===== config.mk =====
export PLATFORM = sky130hd
export DESIGN_NAME = qmed_hash
export DESIGN_NICKNAME = d
export VERILOG_FILES = /design/src/sv/quad_mesh_edge_dedup_macros.svh /design/src/sv/qmed_pkg.sv /design/src/sv/qmed_hash.sv
export SDC_FILE = /design/constraint.sdc
export NUM_CORES = 1
export LEC_CHECK = 0
export ABC_CLOCK_PERIOD_IN_PS = 6400
export BUFFER_PORTS_ARGS = -buffer_cell sky130_fd_sc_hd__buf_2
export CORE_MARGIN = 8
export CORE_UTILIZATION = 35
export CTS_CLUSTER_SIZE = 28
export DETAILED_ROUTE_END_ITERATION = 16
export GPL_TIMING_DRIVEN = 0
export SYNTH_ARGS = -nofsm -noshare
export SYNTH_HDL_FRONTEND = slang
export SYNTH_SLANG_ARGS = --single-unit

===== constraint.sdc =====
create_clock -name i_clk -period 6.4 [get_ports i_clk]
set_clock_uncertainty 0.2 [all_clocks]
set_input_delay 0.32 -clock i_clk [delete_from_list [all_inputs] [get_ports i_clk]]
set_output_delay 0.32 -clock i_clk [all_outputs]
set_load 0.01 [all_outputs]

===== src/sv/quad_mesh_edge_dedup_macros.svh =====
// assertion macros for the quad mesh edge dedup block
`ifndef QUAD_MESH_EDGE_DEDUP_MACROS_SVH
`define QUAD_MESH_EDGE_DEDUP_MACROS_SVH

// same-cycle implication, checked outside reset
`define QMED_ASSERT_NOW(label, ante, cons, msg) \
    label: assert property (@(posedge i_clk) disable iff (!i_rst_n) (ante) |-> (cons)) \
        else $error(msg);

// next-cycle implication, checked outside reset
`define QMED_ASSERT_NEXT(label, ante, cons, msg) \
    label: assert property (@(posedge i_clk) disable iff (!i_rst_n) (ante) |=> (cons)) \
        else $error(msg);

`endif


===== src/sv/qmed_pkg.sv =====
// shared types and constants of the quad mesh edge dedup block
`timescale 1ns / 1ps

package qmed_pkg;

    localparam int MAX_NODES    = 4096;
    localparam int MAX_ELEMENTS = 4096;
    localparam int MAX_EDGES    = 8192;
    localparam int HASH_SLOTS   = 16384;

    localparam int NODE_W  = $clog2(MAX_NODES);
    localparam int ELEM_W  = $clog2(MAX_ELEMENTS);
    localparam int EDGE_W  = $clog2(MAX_EDGES);
    localparam int IDX_W   = $clog2(HASH_SLOTS);
    localparam int CNT_W   = 13;
    localparam int MADE_W  = EDGE_W + 1;
    localparam int HSHIFT  = 7;
    localparam int PROD_W  = IDX_W + HSHIFT;
    localparam int KEY_W   = 2 * NODE_W;

    localparam logic [31:0] HASH_MULT = 32'd2654435761;

    // corner pairs of the four sides
    localparam logic [3:0][1:0] SIDE_FROM = {2'd0, 2'd3, 2'd1, 2'd0};
    localparam logic [3:0][1:0] SIDE_TO   = {2'd3, 2'd2, 2'd2, 2'd1};

    localparam logic CFG_NODE_COUNT = 1'b0;
    localparam logic CFG_ELEM_COUNT = 1'b1;

    typedef enum logic [2:0] {
        STAT_NEW    = 3'd0,
        STAT_MATCH  = 3'd1,
        STAT_THIRD  = 3'd2,
        STAT_FULL   = 3'd3,
        STAT_RANGE  = 3'd4,
        STAT_EXCESS = 3'd5
    } t_status;

    typedef enum logic [2:0] {
        S_CLEAR,
        S_IDLE,
        S_SETUP,
        S_HASH,
        S_INDEX,
        S_READ,
        S_CHECK,
        S_OUT
    } t_state;

    // one hash table slot
    typedef struct packed {
        logic              used;
        logic              interior;
        logic [NODE_W-1:0] lo;
        logic [NODE_W-1:0] hi;
        logic [EDGE_W-1:0] id;
        logic              first_lo;
        logic [ELEM_W-1:0] elem;
        logic [1:0]        side;
    } t_slot;

    // table write request
    typedef struct packed {
        logic             en;
        logic [IDX_W-1:0] addr;
        t_slot            data;
    } t_wr_req;

endpackage


===== src/sv/qmed_hash.sv =====
// registered multiplicative hash of an unordered node pair
`timescale 1ns / 1ps

module qmed_hash (
    input  logic                      i_clk,
    input  logic [qmed_pkg::NODE_W-1:0] i_lo,
    input  logic [qmed_pkg::NODE_W-1:0] i_hi,
    output logic [qmed_pkg::IDX_W-1:0]  o_idx
);
    import qmed_pkg::*;

    logic [KEY_W-1:0]    key;
    logic [2*PROD_W-1:0] prod_full;
    logic [PROD_W-1:0]   r_prod;

    // key is lo + MAX_NODES * hi, a plain concatenation
    assign key       = {i_hi, i_lo};
    // only the low product bits survive the shift and the slot mask
    assign prod_full = key[PROD_W-1:0] * HASH_MULT[PROD_W-1:0];

    always_ff @(posedge i_clk) begin
        r_prod <= prod_full[PROD_W-1:0];
    end

    assign o_idx = r_prod[PROD_W-1:HSHIFT];

endmodule


==> results by group <==
Status
  • Status: complete, no violations

Timing
  • Setup-failing EPs final: 0
  • Unrepaired setup endpoints after global routing: no
  • Final period utilization: 0.830
  • Max Freq: 188 MHz
  • Fin worst setup slack: 1090 ps
  • Worst slew margin: 0.756
  • Fin. Hold Viols: 0
  • Worst-margin pin slew: 363 ps
  • Final slew viol count: 0
  • Setup TNS: 0 ps
  • Final min period: 5310 ps

Synthesis
  • Simple-Gate Fraction of Synth Area: 0.0256
  • Synthesized instance count: 366
  • Synth top area cells: fa_1 33%, ha_1 31%, inv_1 11%
  • Main combinational cell family by area after synthesis: adder cells
  • Leading area contributor after synthesis: fa_1
  • Mapped Nets: 548
  • Post-Synth Adder-Cell Area: 0.647
  • Compound-Gate Fraction of Synth Area: 0.0528
  • Post-synthesis sequential area ratio: 0.0744
  • Fraction of synthesized area in multiplexers: 0
  • Synthesized cell area: 0.00376 mm2
  • Post-synthesis xor/xnor area fraction: 0.0931
  • Yosys reg bits: 14
  • Synth top area share: 0.335
  • Netlist cell types: 30
  • Ys Warns: 0
  • Avg Cell Area, Syn: 10.3 um2

Placement
  • DP Worst Slack: 848 ps
  • RePlAce Congestion: 0.872
  • Port bufs: 35
  • DP Wirelength: 7000 um
  • Placement Cell Area: 0.00412 mm2

CTS
  • CTS tree: built
  • Root buffer cell: clkbuf_8
  • Clock sink count: 14
  • CTS clk-pin slew, worst paths: 70 ps
  • Post-cts repair resize count: 0
  • CTS H-tree depth: 1
  • CTS Buf Count: 3
  • Hold buffer count at cts: 0
  • Maximum clock path buffer count: 2
  • Post CTS Setup Buffer Count: 0

Global routing
  • Largest net degree at the start of global routing: 10
  • Initial antenna violation count: 0
  • First-pass GRT wire length: 13200 um
  • Vias in the first global route: 2723
  • Tot GR Track Use: 0.113
  • Remaining global-route overflow: 0

Worst setup path
  • CP Capture Type: flop
  • Critical path peak fanout: 8
  • Critical Path RT: 6340 ps
  • Cell family with most CP delay: adder cells
  • Worst-path cell chain: buf_2 -> inv_1 -> fa_1 -> inv_1 -> ha_1 -> inv_1 -> fa_1 -> fa_1 -> inv_1 -> fa_1 -> inv_1 -> fa_1 -> inv_1 -> ha_1 -> ha_1 -> and3_1 -> nand2_1 -> or4b_1 -> o311ai_1
  • CP Class: input port to flop
  • CP arrival: 5260 ps
  • CP max stage delay: 560 ps
  • Setup crit start kind: input port
  • Crit-path most repeated cell: inv_1
  • Sum of buffers and inverters on the critical path: 7
  • Slowest cell on crit path: fa_1

Detailed routing
  • DRC Markers: 0
  • Final WL: 7550 um
  • Vias per cell: 4.49
  • Post-DRT Antenna Nets: 0
  • Routed len/inst: 13.9 um
  • Drt pass-1 iters: 4
  • DR iter-0 viols: 39
  • DR vias: 2447

Cells and area
  • Top Registers: r_prod (14)
  • Design area: 0.00417 mm2
  • Final Core Density: 0.392
  • Area grow syn2layout: 10.8%
  • Number of flip-flops in the largest register: 14
  • Most flop-heavy register: r_prod
  • Ant diodes: 0
  • Fillcell total: 1101
  • Layout cells sized above 1: 0.101
  • NumNets Final: 588

Floorplan
  • Core footprint: 0.0107 mm2
  • Die area: 0.0143 mm2
  • Row count: 38
  • IO Count: 39
  • Initial core utilization: 0.354
  • Die Span Y: 120 um
  • Die width: 120 um

Hold path
  • Hold Path End: r_prod[7]$_DFF_P_
  • Hold_sp: i_lo[0]
  • WHS Path Cells: 4
  • Worst hold-check path type: input port to flop

Flow run
  • Max_cap viols: 0
-- layout by cell type, fill, tap and decap left out, types with 2 or more instances in the layout --
| cell | instances |
|---|---|
| clkbuf_8 | 4 |
| o21ai_0 | 3 |
| fa_1 | 63 |
| inv_1 | 107 |
| ha_1 | 94 |
| nand2b_1 | 2 |
| nor3_1 | 2 |
| xnor2_1 | 31 |
| a21oi_1 | 10 |
| nand2_1 | 6 |
| o21bai_1 | 2 |
| xor2_1 | 9 |
| dfxtp_1 | 14 |
| buf_2 | 35 |
| a21o_1 | 6 |
-- cells by family (layout without fill, tap and decap cells) --
family          after synthesis  count (layout)
fa+ha+maj                   157             157
xor+xnor                     40              40
flops                        14              14
compound gates               30              30
simple gates                 18              18
buf+inv                     107             146
-- worst min-delay path, cell delays in order --
cell and delay (ps):
buf_2 240, ha_1 180, ha_1 120, ha_1 120
-- cell usage after synthesis --
cell,number
o21bai_1,2
nand3_1,1
a21oi_1,10
dfxtp_1,14
or4b_1,1
inv_1,107
a21bo_2,1
nand3b_1,1
a31oi_1,1
o21ai_0,3
or3_1,1
nand2_1,6
a21oi_2,1
o311ai_1,1
nor3_1,2
a211o_1,1
a21o_1,6
and2_1,1
a41oi_1,1
a22oi_1,1
xor2_1,9
nand2b_1,2
fa_1,63
nand4_1,1
a211oi_1,1
a21boi_0,1
xnor2_1,31
nor2_1,1
ha_1,94
and3_1,1
-- worst max path at each step --
| stage | startpoint | endpoint | slack, ps | depth (start not counted) |
|---|---|---|---|---|
| after floorplan | i_lo[2] | r_prod[19]$_DFF_P_ | 1440 | 18 |
| after global placement | i_lo[2] | r_prod[19]$_DFF_P_ | 910 | 19 |
| after detailed placement | i_lo[2] | r_prod[19]$_DFF_P_ | 850 | 19 |
| after CTS | i_lo[2] | r_prod[19]$_DFF_P_ | 1080 | 19 |
| after global routing | i_lo[2] | r_prod[19]$_DFF_P_ | 840 | 19 |
| final | i_lo[2] | r_prod[19]$_DFF_P_ | 1090 | 19 |
-- per-layer routing --
metal	routed length, um	vias up	GRT usage	share of wire
met4	43	0	0.0164	0.0057
met2	3660	26	0.194	0.48
met5	0	-	0	0
met1	3650	1209	0.152	0.48
li1	-	1210	-	-
met3	199	2	0.0141	0.026
-- layout make-up --
| class | count | area [um2] | share of cell area |
|---|---|---|---|
| repair buffers | 35 | 175 | 0.0420 |
| clock buffers | 4 | 55.1 | 0.0132 |
| multi-input cells | 245 | 3080 | 0.739 |
| flip-flops and latches | 14 | 280 | 0.0672 |
| inverters | 107 | 402 | 0.0963 |
| well taps | 140 | 175 | 0.0420 |
-- through the flow --
stage / hold WS [ps] / cells
after global placement: 520 / 541
after detailed placement: 520 / 541
final: 548 / 545
after global routing: 595 / 545
after floorplan: 424 / 366
after CTS: 549 / 545
Power is not shown: default switching activity piles up to over one toggle a cycle in this logic, so the estimate is an artifact.
